==> src/sv/nwc_fifo.sv <==
// nwc_fifo: small register queue between front, back and result ports
// depends on nothing
module nwc_fifo #(
    parameter int WIDTH = 8,
    parameter int DEPTH = 2
) (
    input  logic             clk,
    input  logic             rst_n,
    input  logic             push,
    input  logic [WIDTH-1:0] din,
    output logic             full,
    input  logic             pop,
    output logic [WIDTH-1:0] dout,
    output logic             empty
);
    localparam int PTR_W = $clog2(DEPTH);
    localparam int CNT_W = $clog2(DEPTH + 1);

    logic [WIDTH-1:0] mem [DEPTH];
    logic [PTR_W-1:0] wr_ptr_reg, rd_ptr_reg;
    logic [CNT_W-1:0] count_reg;
    logic             do_push, do_pop;

    assign full    = (count_reg == CNT_W'(DEPTH));
    assign empty   = (count_reg == '0);
    assign do_push = push && !full;
    assign do_pop  = pop && !empty;
    assign dout    = mem[rd_ptr_reg];

    always_ff @(posedge clk)
    begin
        if (do_push)
        begin
            mem[wr_ptr_reg] <= din;
        end
    end

    always_ff @(posedge clk or negedge rst_n)
    begin
        if (!rst_n)
        begin
            wr_ptr_reg <= '0;
            rd_ptr_reg <= '0;
            count_reg  <= '0;
        end
        else
        begin
            if (do_push)
            begin
                wr_ptr_reg <= (wr_ptr_reg == PTR_W'(DEPTH - 1)) ? '0 : wr_ptr_reg + 1'b1;
            end
            if (do_pop)
            begin
                rd_ptr_reg <= (rd_ptr_reg == PTR_W'(DEPTH - 1)) ? '0 : rd_ptr_reg + 1'b1;
            end
            if (do_push && !do_pop)
            begin
                count_reg <= count_reg + 1'b1;
            end
            else if (do_pop && !do_push)
            begin
                count_reg <= count_reg - 1'b1;
            end
        end
    end
endmodule

==> config.mk <==
export PLATFORM = sky130hd
export DESIGN_NAME = nwc_fifo
export DESIGN_NICKNAME = d
export VERILOG_FILES = /design/src/sv/nwc_fifo.sv
export SDC_FILE = /design/constraint.sdc
export NUM_CORES = 1
export LEC_CHECK = 0
export ABC_CLOCK_PERIOD_IN_PS = 2000
export BUFFER_PORTS_ARGS = -buffer_cell sky130_fd_sc_hd__buf_2
export CAP_MARGIN = 20
export CORE_MARGIN = 5
export CORE_UTILIZATION = 40
export CTS_CLUSTER_SIZE = 30
export DETAILED_ROUTE_END_ITERATION = 16
export HOLD_SLACK_MARGIN = 0.03
export PLACE_DENSITY = 0.64
export SETUP_SLACK_MARGIN = 0.5
export SKIP_CTS_REPAIR_TIMING = 1
export SLEW_MARGIN = 40
export SYNTH_ARGS = -nofsm -noshare
export SYNTH_HDL_FRONTEND = slang
export SYNTH_SLANG_ARGS = --single-unit
==> constraint.sdc <==
create_clock -name clk -period 2 [get_ports clk]
set_clock_uncertainty 0.1 [all_clocks]
set_input_delay 0.3 -clock clk [delete_from_list [all_inputs] [get_ports clk]]
set_output_delay 0.3 -clock clk [all_outputs]
set_load 0.005 [all_outputs]
==> flow_metrics.py <==
metrics = {
    "placed_design": {
        "place_area_sq_um": 923,
        "place_congestion": 0.742,
        "dp_hpwl_um": 908,
        "io_buffers": 21,
        "dpl.cell_count": 92,
    },
    "sta": {
        "maxClockFrequency_mhz": 597,
        "finalHoldViolCount": 0,
        "finalSetupTns_ns": 0,
        "finalSetupViolCount": 0,
        "rsz0062_at_grt": "yes",
        "period_share_pct": 83.7,
        "period_minus_slack_ns": 1.67,
        "slew_violations": 0,
        "tightestPinTransition_ns": 0.412,
        "holdWs_ns": 0.0922,
        "slew_headroom_pct": 72.6,
    },
    "synth": {
        "syn-num-nets": 57,
        "syn_inst": 44,
        "synth_area_per_cell_sq_um": 17.8,
        "yosys_register_bits": 20,
        "seq_area_frac_synth_pct": 74.2,
        "ys_types": 15,
        "synth_warnings": 0,
        "syn-cell-area_sq_um": 782,
    },
    "floorplan": {
        "dieWidth_um": 54.2,
        "start_util_pct": 41.1,
        "die_h_um": 54.2,
        "core-area_sq_mm": 0.00190,
        "ioPinCount": 22,
        "rows": 16,
        "die_area_sq_mm": 0.00294,
    },
    "routing": {
        "drt-initial-drc-count": 0,
        "drt_pass1_iterations": 1,
        "via_per_inst": 4.38,
        "wl_per_cell_um": 13.5,
        "num_vias": 451,
        "drtAntennaViolNets": 0,
        "post-route-drc-count": 0,
        "drt_wl_total_um": 1390,
    },
    "critical_path": {
        "end_kind": "primary output",
        "cp-start-kind": "flip-flop",
        "critPathMaxFanout": 5,
        "critPathMaxStageDelay_ns": 0.43,
        "r2r_slack_ns": 0.53,
        "r2r_start": "count_reg[0]",
        "rr_endpoint": "count_reg[1]",
        "r2r_cells": 5,
        "path_class": "reg -> out",
        "cp_top_family": "flip-flops",
        "slowest_stage": "dfrtp_2",
        "worstPathRequired_ns": 1.60,
        "crit_top_cell": "buf_6",
        "crit_chain": "buf_6 > mux2_4 > buf_6",
        "crit_buf_inv": 2,
        "cp.arrival_ns": 1.27,
    },
    "power": {
        "p_leak_uw": 0.000485,
        "p_int_uw": 1110,
        "power_density_mw_per_mm2": 1410,
        "p_switching_uw": 465,
        "p_comb_share_pct": 46.4,
        "p_clk_share_pct": 11.7,
        "pwr-share-seq_pct": 41.9,
        "p_total_uw": 1580,
        "p_sw_share_pct": 29.4,
        "ir_worst_vdd_mv": 0.767,
    },
    "final_layout": {
        "final_cell_mix": "16 x edfxtp_1, 14 x buf_2, 9 x buf_6",
        "largest_reg_flops": 16,
        "finalInstanceArea_sq_mm": 0.00112,
        "layout.nets": 90,
        "layout_commonest_cell": "edfxtp_1",
        "stdcell_count": 103,
        "area_growth_pct": 42.9,
        "n_antenna_cell": 0,
        "drive_above_1_share_pct": 61.8,
    },
    "min_path": {
        "hold_class": "in -> reg",
        "worst_hold_startpoint": "din[2]",
        "min_path_cells": 1,
        "hold_path_end": "mem[0][2]",
    },
    "global_route": {
        "grt_first_pass_wirelength_um": 1750,
        "grt_max_degree": 12,
        "grt_antenna_before_repair": 0,
        "grt_pass1_vias": 440,
        "grt_overflow": 0,
        "grt_usage_pct": 8.58,
    },
    "clock_tree": {
        "clk_latency_ns": 0.29,
        "clkTransAtPathRegs_ns": 0.10,
        "cts_tree": "done",
        "htreeDepth": 1,
        "clk_path_buf_depth": 2,
        "clock_sinks": 20,
        "cts_buffers": 3,
        "cts-root-buf": "clkbuf_4",
    },
    "outcome": {
        "outcome": "finished clean",
    },
    "job": {
        "maxCapViolCount": 0,
    },
}
[through the flow]
step	setup slack [ns]	utilization, %
floorplan	0.508	-
global placement	0.460	48.6
detailed placement	0.405	48.6
CTS	0.184	49.9
global route	0.282	58.8
finish	0.326	58.8
[kinds of logic (layout without fill, tap and decap cells)]
logic type               after synthesis  after routing  share of synthesized area, %
XOR/XNOR                               5              5                          6.56
adder cells (fa/ha/maj)                1              1                          1.60
multiplexers                           8              8                          11.5
buffers and inverters                  3             35                          1.60
flip-flops                            20             20                          74.2
AND/OR/NAND/NOR                        6              6                          3.84
AO/OA/AOI/OAI                          1              1                         0.639
[synthesized netlist by cell type]
library cell	n	share of area (%)
xnor2_1	2	2.2
o21ai_1	1	0.64
xnor2_2	1	2.1
nand2_2	1	0.80
dfrtp_1	4	13
mux2_1	6	8.6
mux2_2	2	2.9
and3_1	1	0.80
edfxtp_1	16	61
ha_1	1	1.6
inv_1	2	0.96
xor2_1	2	2.2
nand2b_1	1	0.80
buf_2	1	0.64
nor2_1	3	1.4
[layer usage]
layer | part of all wire, % | up-vias | track usage [%]
li1 | - | 224 | -
met1 | 41 | 214 | 8.82
met2 | 54 | 11 | 15.9
met3 | 3.5 | 2 | 0.817
met4 | 1.4 | 0 | 6.22
met5 | 0 | - | 0
[power by group through the flow]
| stage | combinational [uW] | sequential [uW] | clock (uW) |
|---|---|---|---|
| finish | 733 | 663 | 185 |
| global route | 784 | 674 | 213 |
| CTS | 406 | 674 | 191 |
| detailed placement | 401 | 684 | 0 |
| global placement | 397 | 678 | 0 |
| floorplan | 291 | 634 | 0 |
[cell type report]
type / instances / area, sq um
Clock buffer: 3 / 22.5
Sequential cell: 20 / 583
Inverter: 2 / 7.51
Fill cell: 151 / 785
Multi-Input combinational cell: 21 / 248
Clock inverter: 1 / 3.75
Timing Repair Buffer: 29 / 219
Tap cell: 27 / 33.8
[worst max-delay path by stage]
stage | start | end | slack, ns | cells past startpoint
2_1_floorplan | count_reg[0] | mem[0][0] | 0.51 | 3
3_3_place_gp | count_reg[0] | count_reg[1] | 0.46 | 7
3_5_place_dp | count_reg[0] | count_reg[1] | 0.41 | 6
4_1_cts | rd_ptr_reg | dout[2] | 0.18 | 2
5_1_grt | rd_ptr_reg | dout[1] | 0.28 | 3
6_report | rd_ptr_reg | dout[2] | 0.33 | 3
No activity file was read; power rests on OpenSTA's default activity.
