$ cat src/sv/nwc_pkg.sv
// nwc_pkg: shared constants, types and helpers of the normalized window convolution
// used by nwc_front, nwc_back and the top module; no dependencies
package nwc_pkg;

    localparam int KERNEL_W_DEF  = 3;
    localparam int KERNEL_H_DEF  = 3;
    localparam int MAX_WIDTH_DEF = 1024;

    localparam int ROW_W      = 12;
    localparam int HGT_W      = 13;
    localparam int MAX_HEIGHT = 4096;
    localparam int PIX_W      = 24;
    localparam int CH_W       = 8;
    localparam int N_CH       = 3;
    localparam int WT_W       = 7;
    localparam int N_WEIGHTS  = 9;
    localparam int WP_W       = 63;
    localparam int FW_W       = 11;
    localparam int FH_W       = 13;
    localparam int CC_W       = 2;
    localparam int CFG_IDX_W  = 2;
    localparam int ACC_W      = 19;
    localparam int WSUM_W     = 11;
    localparam int JOB_DEPTH  = 4;
    localparam int RES_DEPTH  = 2;

    typedef enum logic [CFG_IDX_W-1:0] {
        CFG_WEIGHTS  = 2'd0,
        CFG_WIDTH    = 2'd1,
        CFG_HEIGHT   = 2'd2,
        CFG_CHANNELS = 2'd3
    } cfg_idx_t;

    typedef struct packed {
        logic [CH_W-1:0] ch0;
        logic [CH_W-1:0] ch1;
        logic [CH_W-1:0] ch2;
        logic            frame_end;
        logic            zero_weight;
    } result_t;

    localparam int RES_W = $bits(result_t);

    function automatic logic [WT_W-1:0] weight_of(input logic [WP_W-1:0] wp,
                                                  input logic [3:0] k);
        logic [WT_W-1:0] res;
        res = '0;
        for (int i = 0; i < N_WEIGHTS; i++)
        begin
            if (k == 4'(i))
            begin
                res = wp[WT_W*i +: WT_W];
            end
        end
        return res;
    endfunction

endpackage

$ cat src/sv/nwc_front.sv
// nwc_front: accepts items, keeps the raster counters and decides which items emit
// depends on nwc_pkg
module nwc_front
    import nwc_pkg::*;
#(
    parameter int KERNEL_W  = KERNEL_W_DEF,
    parameter int KERNEL_H  = KERNEL_H_DEF,
    parameter int MAX_WIDTH = MAX_WIDTH_DEF
) (
    input  logic                 clk,
    input  logic                 rst_n,
    input  logic                 push,
    output logic                 full,
    input  logic                 req_type,
    input  logic [CH_W-1:0]      sample_ch0,
    input  logic [CH_W-1:0]      sample_ch1,
    input  logic [CH_W-1:0]      sample_ch2,
    input  logic [$clog2(MAX_WIDTH+1)-1:0] eff_w,
    input  logic [HGT_W-1:0]     eff_h,
    input  logic                 job_full,
    output logic                 job_push,
    output logic [2*$clog2(2*(KERNEL_H/2)+2)+2*$clog2(MAX_WIDTH)+PIX_W+ROW_W+2:0] job_data
);
    localparam int HALF_W = KERNEL_W / 2;
    localparam int HALF_H = KERNEL_H / 2;
    localparam int SLOTS  = 2 * HALF_H + 2;
    localparam int SLOT_W = $clog2(SLOTS);
    localparam int COL_W  = $clog2(MAX_WIDTH);
    localparam int EW     = $clog2(MAX_WIDTH + 1);
    localparam int CI_W   = EW + 1;
    localparam int POS_W  = ROW_W + EW + 1;

    logic [ROW_W-1:0]  in_row_reg, in_row_next, out_row_reg, out_row_next;
    logic [COL_W-1:0]  in_col_reg, in_col_next, out_col_reg, out_col_next;
    logic [SLOT_W-1:0] in_slot_reg, in_slot_next, out_slot_reg, out_slot_next;
    logic              in_done_reg, in_done_next;

    logic              accept, is_pix, wr, emit, last;
    logic [POS_W-1:0]  pos, lag;
    logic [CI_W-1:0]   col_inc, ocol_inc;
    logic [HGT_W-1:0]  row_inc, orow_inc;

    assign full   = job_full;
    assign accept = push && !job_full;
    assign is_pix = !in_done_reg && !req_type;
    assign wr     = is_pix && (CI_W'(in_col_reg) < CI_W'(MAX_WIDTH));

    assign pos  = POS_W'(in_row_reg) * POS_W'(eff_w) + POS_W'(in_col_reg);
    assign lag  = POS_W'(HALF_H) * POS_W'(eff_w) + POS_W'(HALF_W);
    assign emit = in_done_reg || (is_pix && (pos >= lag));

    assign col_inc  = CI_W'(in_col_reg) + 1'b1;
    assign row_inc  = HGT_W'(in_row_reg) + 1'b1;
    assign ocol_inc = CI_W'(out_col_reg) + 1'b1;
    assign orow_inc = HGT_W'(out_row_reg) + 1'b1;
    assign last     = (orow_inc >= eff_h) && (ocol_inc >= CI_W'(eff_w));

    assign job_push = accept && (wr || emit);
    assign job_data = {wr, in_slot_reg, in_col_reg, sample_ch2, sample_ch1, sample_ch0,
                       emit, last, out_slot_reg, out_row_reg, out_col_reg};

    always_comb
    begin
        in_row_next   = in_row_reg;
        in_col_next   = in_col_reg;
        in_slot_next  = in_slot_reg;
        in_done_next  = in_done_reg;
        out_row_next  = out_row_reg;
        out_col_next  = out_col_reg;
        out_slot_next = out_slot_reg;
        if (accept)
        begin
            if (is_pix)
            begin
                if (col_inc >= CI_W'(eff_w))
                begin
                    in_col_next = '0;
                    if (row_inc >= eff_h)
                    begin
                        in_row_next  = '0;
                        in_slot_next = '0;
                        in_done_next = 1'b1;
                    end
                    else
                    begin
                        in_row_next  = row_inc[ROW_W-1:0];
                        in_slot_next = (in_slot_reg == SLOT_W'(SLOTS - 1)) ? '0
                                       : in_slot_reg + 1'b1;
                    end
                end
                else
                begin
                    in_col_next = col_inc[COL_W-1:0];
                end
            end
            if (emit)
            begin
                if (last)
                begin
                    in_row_next   = '0;
                    in_col_next   = '0;
                    in_slot_next  = '0;
                    in_done_next  = 1'b0;
                    out_row_next  = '0;
                    out_col_next  = '0;
                    out_slot_next = '0;
                end
                else if (ocol_inc >= CI_W'(eff_w))
                begin
                    out_col_next = '0;
                    if (orow_inc >= eff_h)
                    begin
                        out_row_next  = '0;
                        out_slot_next = '0;
                    end
                    else
                    begin
                        out_row_next  = orow_inc[ROW_W-1:0];
                        out_slot_next = (out_slot_reg == SLOT_W'(SLOTS - 1)) ? '0
                                        : out_slot_reg + 1'b1;
                    end
                end
                else
                begin
                    out_col_next = ocol_inc[COL_W-1:0];
                end
            end
        end
    end

    always_ff @(posedge clk or negedge rst_n)
    begin
        if (!rst_n)
        begin
            in_row_reg   <= '0;
            in_col_reg   <= '0;
            in_slot_reg  <= '0;
            in_done_reg  <= 1'b0;
            out_row_reg  <= '0;
            out_col_reg  <= '0;
            out_slot_reg <= '0;
        end
        else
        begin
            in_row_reg   <= in_row_next;
            in_col_reg   <= in_col_next;
            in_slot_reg  <= in_slot_next;
            in_done_reg  <= in_done_next;
            out_row_reg  <= out_row_next;
            out_col_reg  <= out_col_next;
            out_slot_reg <= out_slot_next;
        end
    end
endmodule

$ cat config.mk
export PLATFORM = sky130hd
export DESIGN_NAME = nwc_front
export DESIGN_NICKNAME = d
export VERILOG_FILES = /design/src/sv/nwc_pkg.sv /design/src/sv/nwc_front.sv
export SDC_FILE = /design/constraint.sdc
export NUM_CORES = 1
export LEC_CHECK = 0
export ABC_AREA = 1
export BUFFER_PORTS_ARGS = -buffer_cell sky130_fd_sc_hd__buf_2
export CORE_UTILIZATION = 50
export CTS_CLUSTER_DIAMETER = 30
export DETAILED_ROUTE_END_ITERATION = 8
export HOLD_SLACK_MARGIN = 0.12
export PLACE_DENSITY = 0.69
export SYNTH_ARGS = -nofsm -noshare
export SYNTH_HDL_FRONTEND = slang
export SYNTH_SLANG_ARGS = --single-unit
$ cat constraint.sdc
create_clock -name clk -period 8.42 [get_ports clk]
set_input_delay 0.421 -clock clk [delete_from_list [all_inputs] [get_ports clk]]
set_output_delay 0.421 -clock clk [all_outputs]
set_load 0.005 [all_outputs]
==> results of run 1 <==
[kinds of logic (layout without fill, tap and decap cells)]
| logic type | Yosys count | count (layout) | synth area share, % |
|---|---|---|---|
| AND/OR/NAND/NOR | 596 | 596 | 25.3 |
| buffers and inverters | 386 | 392 | 15.6 |
| adder cells (fa/ha/maj) | 233 | 233 | 35.6 |
| AO/OA/AOI/OAI | 124 | 124 | 7.50 |
| flip-flops | 49 | 49 | 11.9 |
| XOR/XNOR | 47 | 47 | 4.00 |
[synthesized netlist by cell type, types with 2 or more instances]
cell type,number,area (um^2)
o21a_1,3,22.5
o21ai_2,14,123
nand2_2,11,68.8
o21bai_1,2,15.0
dfrtp_1,49,1230
o31ai_1,2,15.0
nand3_4,2,35.0
nand3_2,8,80.1
or3_1,2,12.5
nand3b_1,3,22.5
nand2_1,371,1390
clkbuf_1,39,146
buf_4,30,225
nand2b_1,2,12.5
o21ai_1,8,40.0
nand3_1,53,265
a31oi_1,2,12.5
fa_1,100,2000
ha_1,133,1660
inv_1,307,1150
nand4_1,34,213
buf_6,2,22.5
nor2_1,70,263
a21oi_1,45,225
xor2_1,43,377
nor4_1,5,31.3
xnor2_1,4,35.0
o21ai_0,26,130
nor3_1,16,80.1
buf_2,2,10.0
a22oi_1,12,90.1
a21oi_2,3,26.3
or2_2,11,68.8
inv_2,3,11.3
nor2_2,3,18.8
[stage by stage]
step,util (%),cells,power (mW),hold slack [ns],setup slack [ns]
finish,53.0,1711,1.25,0.210,1.72
global route,53.0,1711,1.39,0.280,1.21
CTS,53.0,1711,1.26,0.253,1.69
detailed placement,52.2,1703,1.03,0.506,1.94
global placement,52.2,1703,1.02,0.488,2.06
floorplan,-,1435,0.844,0.125,2.38
[worst paths after layout]
| kind | slack (ns) | end | cells past startpoint | startpoint |
|---|---|---|---|---|
| setup / recovery | 1.72 | job_data[25] | 29 | in_row_reg[0] |
| hold / removal | 0.21 | out_col_reg[1] | 2 | rst_n |
| setup reg to reg | 1.98 | out_row_reg[6] | 31 | in_row_reg[0] |
| hold reg to reg | 0.53 | out_row_reg[10] | 2 | out_row_reg[10] |
| max in group asynchronous | 7.74 | in_row_reg[5] | 2 | rst_n |
| min in group clk | 0.53 | out_row_reg[10] | 2 | out_row_reg[10] |
[layer usage]
layer	wire length, um	share of wire [%]	GRT usage (%)	up-vias
met4	488	2.0	6.37	0
met3	1370	5.5	3.20	32
met1	11100	45	32.4	4077
met5	0	0	0	-
met2	11900	48	42.3	217
li1	-	-	-	4391
[final cells by class]
cell class                 count  area [um^2]  share of cell area, %
inverter                     311         1170                   10.9
clock inverter                 3         28.8                  0.269
timing repair buffer          73          375                   3.50
clock buffer                   5          125                   1.17
sequential                    49         1230                   11.4
tap                          270          338                   3.15
multi-input combinational   1000         7460                   69.6
[report_power, final]
part           internal (mW)  switching (mW)  leakage (nW)
Combinational          0.274           0.408          5.70
Sequential             0.274          0.0759         0.672
Clock                  0.114           0.107        0.0763
==> impl_metrics.yaml, run 1 <==
synthesis:
  async_flop_share_pct: 100
  synth_fp_nets: 1721
  synth_edf_count: 0
  syn_area_mm2: 0.0103
  synth_seq_area_share_pct: 11.9
  ys_warn_count: 0
  ys_ff_latch: 49
  synthCells: 1435
  ys.flop_type: "dfrtp_1"
  ys_types: 50
  avgSynthCellArea_um2: 7.17
clocking:
  clkLatencyLatePin_ns: 0.31
  cts_setup_buffers: 0
  htree_levels: 2
  cts_root_buf: "clkbuf_16"
  cts_tree: "done"
  clkSlewWorstSetupHoldPaths_ns: 0.08
  numCtsBuffers: 5
  cts_hold_buf: 0
  cts_sinks: 49
  cts_buffer_depth: 2
  cts_resized: 0
timing:
  grt_setup_unrepaired: "false"
  skew_ns: 0.0140
  period_needed_ns: 6.70
  relSlewSlack_pct: 44.7
  setup_tns_ns: 0
  fmax_mhz: 149
  finalHoldViolCount: 0
  period_share_pct: 79.5
  setup_viol: 0
  final_max_slew_viol_count: 0
  tightest_slew_ns: 0.826
critical_path:
  critical_path_buf_inv_count: 7
  path_class: "reg -> out"
  crit_family: "adder cells"
  critPathCaptureType: "primary output"
  arrival_ns: 6.27
  crit_required_ns: 8.00
  cp_slowest_cell: "dfrtp_1"
  worst_setup_path_start_kind: "flop"
  cp_max_fo: 17
  max_stage_delay_ns: 0.75
die:
  fp-row-count: 52
  die_y_um: 145
  dieArea_mm2: 0.0212
  initial_core_util_pct: 50.8
  core_area_mm2: 0.0202
  pin_count: 118
  die_w_um: 145
detailed_routing:
  wirelength_mm: 24.9
  drt-vias-per-instance: 5.09
  drc: 0
  drt_first_pass_iters: 6
  ant_nets: 0
  routedWlPerCell_um: 14.5
  drt_iter0_drc: 477
  vias: 8717
global_routing:
  grt_pass1_wl_mm: 42.4
  grt-ovfl-total: 0
  grt_max_degree: 50
  antenna_found_initial: 1
  grt_use_total_pct: 24.5
  grt_pass1_vias: 8826
finish:
  layout_commonest_cell: "nand2_1"
  layout_common_cells: "nand2_1, inv_1, ha_1, fa_1, nor2_1"
  fin_area_mm2: 0.0107
  layout-drive-gt1-share_pct: 9.78
  antenna_cells: 0
  areaGrowthSynthToFinish_pct: 4.16
  fillers: 1984
  final_nets: 1726
pwr:
  ir_drop_mv: 0.0830
  p_per_area_mw_per_mm2: 117
  p_leak_nw: 6.45
status:
  outcome: "finished clean"
placed_design:
  gp_congestion: 0.899
  dpl-instance-area_mm2: 0.0106
  io_buffer_count: 69
  dp_hpwl_mm: 20.4
min_path:
  hold_path_class: "in -> async"
run:
  drv_cap: 0
No activity file was read; power rests on OpenSTA's default activity.
==> inputs of run 2 (changes only) <==
--- a/config.mk
+++ b/config.mk
@@ -5,7 +5,7 @@
 export SDC_FILE = /design/constraint.sdc
 export NUM_CORES = 1
 export LEC_CHECK = 0
-export ABC_AREA = 1
+export ABC_AREA = 0
 export BUFFER_PORTS_ARGS = -buffer_cell sky130_fd_sc_hd__buf_2
 export CORE_UTILIZATION = 50
 export CTS_CLUSTER_DIAMETER = 30
==> constraint.sdc (replaced) <==
create_clock -name clk -period 6.55 [get_ports clk]
set_input_delay 0.3275 -clock clk [delete_from_list [all_inputs] [get_ports clk]]
set_output_delay 0.3275 -clock clk [all_outputs]
set_load 0.005 [all_outputs]
==> run 2 against run 1 <==
Compared with the run above:
- sequential cell count unchanged
- via count decreased by 5.5%
- sequential power decreased by 4%
- register-to-register slack got worse by 1.9 ns
- core utilization increased by 6.4 points
- highest routed layer unchanged
- worst hold slack got worse by 0.078 ns
- routed wire length decreased by 3.3%
- total power decreased by 24%
- critical path type unchanged
==> impl_metrics.yaml, run 2 <==
status:
  outcome: "finished clean"
synthesis:
  synth_top_area_share_pct: 20.9
  avgSynthCellArea_um2: 8.41
  yosysTopAreaCell: "fa_1"
  ys_types: 68
  synth_fp_nets: 1426
  yosys-top-cells-area: "fa_1, ha_1, dfrtp_1, inv_1, nand2_1"
  synthCells: 1140
  ys_warn_count: 0
  syn_area_mm2: 0.00959
  synth_seq_area_share_pct: 12.8
  ys_ff_latch: 49
  ys_top_cells_by_count: "inv_1, ha_1, nand2_1"
  async_flop_share_pct: 100
  ys.flop_type: "dfrtp_1"
  synth_most_common_cell: "inv_1"
  synth_edf_count: 0
clocking:
  cts_root_buf: "clkbuf_16"
  htree_levels: 2
  clkSlewWorstSetupHoldPaths_ns: 0.07
  numCtsBuffers: 5
  cts_tree: "done"
  cts_buffer_depth: 2
  cts_sinks: 49
  clkLatencyLatePin_ns: 0.30
finish:
  layout_common_cells: "inv_1, nand2_1, ha_1, buf_4, fa_1"
  layout_commonest_cell: "inv_1"
  final_nets: 1544
  areaGrowthSynthToFinish_pct: 16.3
  fillers: 1619
  layout-drive-gt1-share_pct: 21.0
  utilization_pct: 59.4
  antenna_cells: 0
die:
  fp-row-count: 50
  die_w_um: 140
  die_y_um: 140
  initial_core_util_pct: 51.1
  dieArea_mm2: 0.0197
  pin_count: 118
  core_area_mm2: 0.0188
detailed_routing:
  vias: 8240
  wirelength_mm: 24.0
  routedWlPerCell_um: 16.1
  drt-vias-per-instance: 5.52
  drc: 0
  drt_first_pass_iters: 5
  ant_nets: 0
  drt_iter0_drc: 493
global_routing:
  grt_use_total_pct: 24.8
  antenna_found_initial: 0
  grt_max_degree: 50
  grt-ovfl-total: 0
  grt_pass1_vias: 7984
  grt_pass1_wl_mm: 39.2
pwr:
  p_sw_share_pct: 35.2
  p_per_area_mw_per_mm2: 85.9
  ir_drop_mv: 0.0967
  intPower_mw: 0.620
  clockPowerShare_pct: 27.4
  power_mw: 0.958
  pwr-share-comb_pct: 37.6
  p_leak_nw: 6.02
  p_switching_mw: 0.338
  sequentialPowerShare_pct: 34.9
timing:
  period_needed_ns: 6.54
  final_max_slew_viol_count: 0
  setup_viol: 0
  grt_setup_unrepaired: "true"
  finalHoldViolCount: 0
  fmax_mhz: 153
  tightest_slew_ns: 0.875
  period_share_pct: 99.9
  skew_ns: 0.00880
  relSlewSlack_pct: 41.5
  setup_tns_ns: 0
placed_design:
  dp_hpwl_mm: 19.9
  gp_congestion: 0.912
  io_buffer_count: 69
critical_path:
  crit_required_ns: 6.22
  cp_common_cell: "fa_1"
  worst_setup_path_start_kind: "flop"
  cp_slowest_cell: "fa_1"
  critPathCaptureType: "primary output"
  cp_max_fo: 4
  arrival_ns: 6.22
  path_class: "reg -> out"
  max_stage_delay_ns: 0.56
min_path:
  hold_path_class: "in -> async"
run:
  drv_cap: 0
-- run 2: cell types whose count changed in the layout (fill, tap and decap cells not counted), sizes merged, moves of 16 or more --
cell	delta
nor2	-24
inv	-137
nand2	-252
xnor2	+28
nand2b	+17
and2	+50
nand4	-23
nand3	-26
xor2	-24
buf	+111
a21o	+16
-- run 2: metal layers --
| metal | track usage (%) | wire, um |
|---|---|---|
| met5 | 0 | 0 |
| met4 | 4.92 | 471 |
| met3 | 3.56 | 1310 |
| met2 | 40.7 | 11400 |
| met1 | 34.9 | 10900 |
-- run 2: path summary, 6_finish.rpt --
path,start,endpoint,slack (ns),depth (start not counted)
hold / removal,rst_n,out_col_reg[3],0.13,2
max in group asynchronous,rst_n,in_row_reg[1],5.94,2
hold reg to reg,out_slot_reg[1],out_slot_reg[1],0.51,2
setup reg to reg,in_row_reg[5],in_row_reg[0],0.12,21
min in group clk,out_slot_reg[1],out_slot_reg[1],0.51,2
setup / recovery,in_row_reg[2],job_data[25],0.005,28
-- run 2: per-stage QoR --
step           cells  hold WS, ns  setup slack, ns  cell area (um^2)
2_1_floorplan   1140       0.0319          0.00983              9630
3_3_place_gp    1470        0.478           -0.230             10600
3_5_place_dp    1470        0.481           -0.425             10600
4_1_cts         1486        0.158          -0.0402             11000
5_1_grt         1493        0.193           -0.292             11100
6_report        1493        0.132          0.00525             11100
-- run 2: repair_timing --
| action | 4_1_cts | 5_1_grt |
|---|---|---|
| resized for setup | 31 | 39 |
| setup buffers | 8 | 5 |
| endpoints found under the setup margin | 50 | 48 |
| hold buffers | 0 | 0 |
| gates cloned | 0 | 2 |
| pin swaps | 25 | 11 |
-- run 2: cells by family after synthesis --
family                     Yosys count  synth area share (%)
and+or+nand+nor                    360                  18.7
buffers and inverters              250                  11.1
adders and majority gates          233                  38.2
AOI/OAI and AO/OA                  193                  14.0
xor gates and xnor gates            51                  4.66
DFF                                 49                  12.8
muxes                                4                 0.444
-- run 2: worst max-delay path: cells and delay by family, from the launching register on --
kind	cells	cell delay [ns]
DFF	1	0.45
xor gates and xnor gates	1	0.14
and+or+nand+nor	9	0.98
buffers and inverters	7	0.69
adders and majority gates	7	2.76
AOI/OAI and AO/OA	4	0.87
-- run 2: power groups by stage --
stage	clock network [mW]	logic, mW	registers, mW
after CTS	0.266	0.357	0.334
final	0.263	0.360	0.335
after global placement	0	0.343	0.339
after global routing	0.279	0.405	0.336
after floorplan	0	0.219	0.343
after detailed placement	0	0.349	0.340
-- run 2: final cells by class --
| cell class | instances | area [um^2] | area share (%) |
|---|---|---|---|
| sequential | 49 | 1230 | 11.1 |
| clock inverter | 3 | 22.5 | 0.202 |
| multi-input combinational | 842 | 7540 | 67.7 |
| timing repair buffer | 184 | 1270 | 11.4 |
| clock buffer | 5 | 125 | 1.12 |
| tap | 234 | 293 | 2.63 |
| inverter | 176 | 661 | 5.93 |
==> inputs of run 3 (changes only) <==
--- a/config.mk
+++ b/config.mk
@@ -7,11 +7,11 @@
 export LEC_CHECK = 0
 export ABC_AREA = 0
 export BUFFER_PORTS_ARGS = -buffer_cell sky130_fd_sc_hd__buf_2
-export CORE_UTILIZATION = 50
+export CORE_UTILIZATION = 40
 export CTS_CLUSTER_DIAMETER = 30
 export DETAILED_ROUTE_END_ITERATION = 8
 export HOLD_SLACK_MARGIN = 0.12
-export PLACE_DENSITY = 0.69
+export PLACE_DENSITY = 0.58
 export SYNTH_ARGS = -nofsm -noshare
 export SYNTH_HDL_FRONTEND = slang
 export SYNTH_SLANG_ARGS = --single-unit
==> run 3 against run 2 <==
Compared with the run above:
- the flow now finishes with violations (setup timing)
- critical path type unchanged
- largest power group unchanged
- fmax shrank 1.2%
- cell count increased by 6.8%
- register-to-register slack worse by 0.13 ns
- core utilization shrank 11 points
- sequential power about the same
- largest cell class unchanged
==> impl_metrics.yaml, run 3 (same netlist as run 2, synthesis figures left out) <==
timing:
  fin_ws_ns: -0.0721
  setup_tns_ns: -0.0955
  setup_viol: 4
  grt_setup_unrepaired: "true"
  finalHoldViolCount: 0
  final_max_slew_viol_count: 0
  hold_slack_ns: 0.136
  period_share_pct: 101
  tightest_slew_ns: 0.885
  period_needed_ns: 6.62
  skew_ns: 0.00903
  relSlewSlack_pct: 40.9
  fmax_mhz: 151
detailed_routing:
  routedWlPerCell_um: 15.9
  drc: 0
  ant_nets: 0
  vias: 8170
  drt_first_pass_iters: 5
  drt_iter0_drc: 356
  wirelength_mm: 25.3
  drt-vias-per-instance: 5.12
finish:
  final_nets: 1561
  utilization_pct: 48.8
  fillers: 2298
  areaGrowthSynthToFinish_pct: 19.4
  layout_commonest_cell: "inv_1"
  layout_common_cells: "inv_1, nand2_1, ha_1, buf_4, fa_1"
  antenna_cells: 0
  layout-drive-gt1-share_pct: 21.7
critical_path:
  critPathCaptureType: "primary output"
  arrival_ns: 6.29
  worst_setup_path_start_kind: "flop"
  r2r_setup_slack_ns: -0.01
  r2r-start: "in_row_reg[5]"
  reg2regPathDepth: 30
  cp_max_fo: 6
  worstPathCellList: "buf_6 -> buf_4 -> and2_1 -> fa_1 -> fa_1 -> fa_1 -> fa_1 -> inv_1 -> fa_1 -> inv_1 -> ha_1 -> a21oi_2 -> o21ai_1 -> a211oi_2 -> o31ai_1 -> or3_1 -> a2111o_1 -> or2_4 -> inv_2 -> nor2_1 -> buf_2"
  cp_slowest_cell: "fa_1"
  max_stage_delay_ns: 0.54
  cp_common_cell: "fa_1"
  r2r-end: "out_col_reg[5]"
  path_class: "reg -> out"
  crit_required_ns: 6.22
run:
  drv_cap: 0
global_routing:
  grt-ovfl-total: 0
  grt_use_total_pct: 20.7
  antenna_found_initial: 0
  grt_pass1_wl_mm: 40.0
  grt_max_degree: 50
  grt_pass1_vias: 7935
placed_design:
  dp_hpwl_mm: 20.8
  io_buffer_count: 69
  dp_slack_ns: -0.410
  gp_congestion: 0.883
clocking:
  clkLatencyLatePin_ns: 0.30
  clkSlewWorstSetupHoldPaths_ns: 0.07
  cts_tree: "done"
  cts_buffer_depth: 2
  cts_hold_buf: 0
  htree_levels: 2
  cts_root_buf: "clkbuf_16"
  cts_sinks: 49
  numCtsBuffers: 5
status:
  outcome: "finished with violations"
  violations: "setup timing"
min_path:
  hold_path_class: "in -> async"
die:
  die_y_um: 157
  core_area_mm2: 0.0235
  pin_count: 118
  die_w_um: 157
  initial_core_util_pct: 40.8
  fp-row-count: 56
  dieArea_mm2: 0.0246
pwr:
  clockPowerShare_pct: 28.8
  ir_drop_mv: 0.103
  pwr-share-comb_pct: 37.1
  sequentialPowerShare_pct: 34.1
  p_switching_mw: 0.347
  power_mw: 0.981
  intPower_mw: 0.634
  p_leak_nw: 6.16
  p_sw_share_pct: 35.4
  p_per_area_mw_per_mm2: 85.7
==> run 3: changes by cell type in the layout (fill, tap and decap cells not counted), moves of 3 or more <==
cell and change:
ha_4 -3, o21ai_1 +11, ha_1 +5, buf_4 +9
inv_1 +3, buf_6 +8, inv_2 -3, o21ai_0 -10
clkinvlp_4 -3
==> run 3: per-stage QoR <==
stage | instances | area (um^2)
2_1_floorplan | 1140 | 9630
3_3_place_gp | 1571 | 10800
3_5_place_dp | 1571 | 10800
4_1_cts | 1585 | 11200
5_1_grt | 1595 | 11400
6_report | 1595 | 11400
==> run 3: cell type report <==
class | instances | area [um^2] | share of cell area, %
clock inverters | 2 | 13.8 | 0.120
inverters | 176 | 661 | 5.77
well taps | 319 | 399 | 3.49
multi-input cells | 843 | 7570 | 66.1
flip-flops and latches | 49 | 1230 | 10.8
clock buffers | 6 | 139 | 1.21
repair buffers | 200 | 1430 | 12.5
==> run 3: layer usage <==
layer	GRT usage, %	up-vias	part of all wire, %
met5	0	-	0
met4	4.11	0	1.9
met3	1.86	22	3.5
met2	34.2	163	47
met1	29.4	3955	47
li1	-	4030	-
==> run 3: worst max-delay path by stage <==
stage,start,endpoint,slack (ns),cells after the start
floorplan,in_row_reg[5],job_data[25],0.01,27
global placement,eff_w[2],in_col_reg[0],-0.24,30
detailed placement,in_row_reg[3],in_col_reg[0],-0.41,26
CTS,in_row_reg[2],job_data[25],-0.1,28
global route,in_row_reg[5],job_data[25],-0.34,28
finish,in_row_reg[5],job_data[25],-0.07,21
==> run 3: worst max-delay path: cells and delay by family (launching register included) <==
family	cells	cell delay, ns
AO/OA/AOI/OAI	5	1.24
flip-flops	1	0.47
buffers and inverters	6	0.53
adder cells (fa/ha/maj)	6	2.94
AND/OR/NAND/NOR	4	0.79
==> run 3: timing repair <==
action,4_1_cts,5_1_grt
pin swaps,27,16
gates cloned,0,4
endpoints found under the setup margin,50,50
buffers inserted,7,6
gates resized for setup,38,48
endpoints found under the hold margin,0,0
==> run 3: power groups by stage <==
stage / clock network (mW) / registers [mW] / logic [mW]
2_1_floorplan: 0 / 0.343 / 0.219
3_3_place_gp: 0 / 0.340 / 0.347
3_5_place_dp: 0 / 0.340 / 0.350
4_1_cts: 0.286 / 0.335 / 0.360
5_1_grt: 0.294 / 0.337 / 0.410
6_report: 0.282 / 0.335 / 0.364
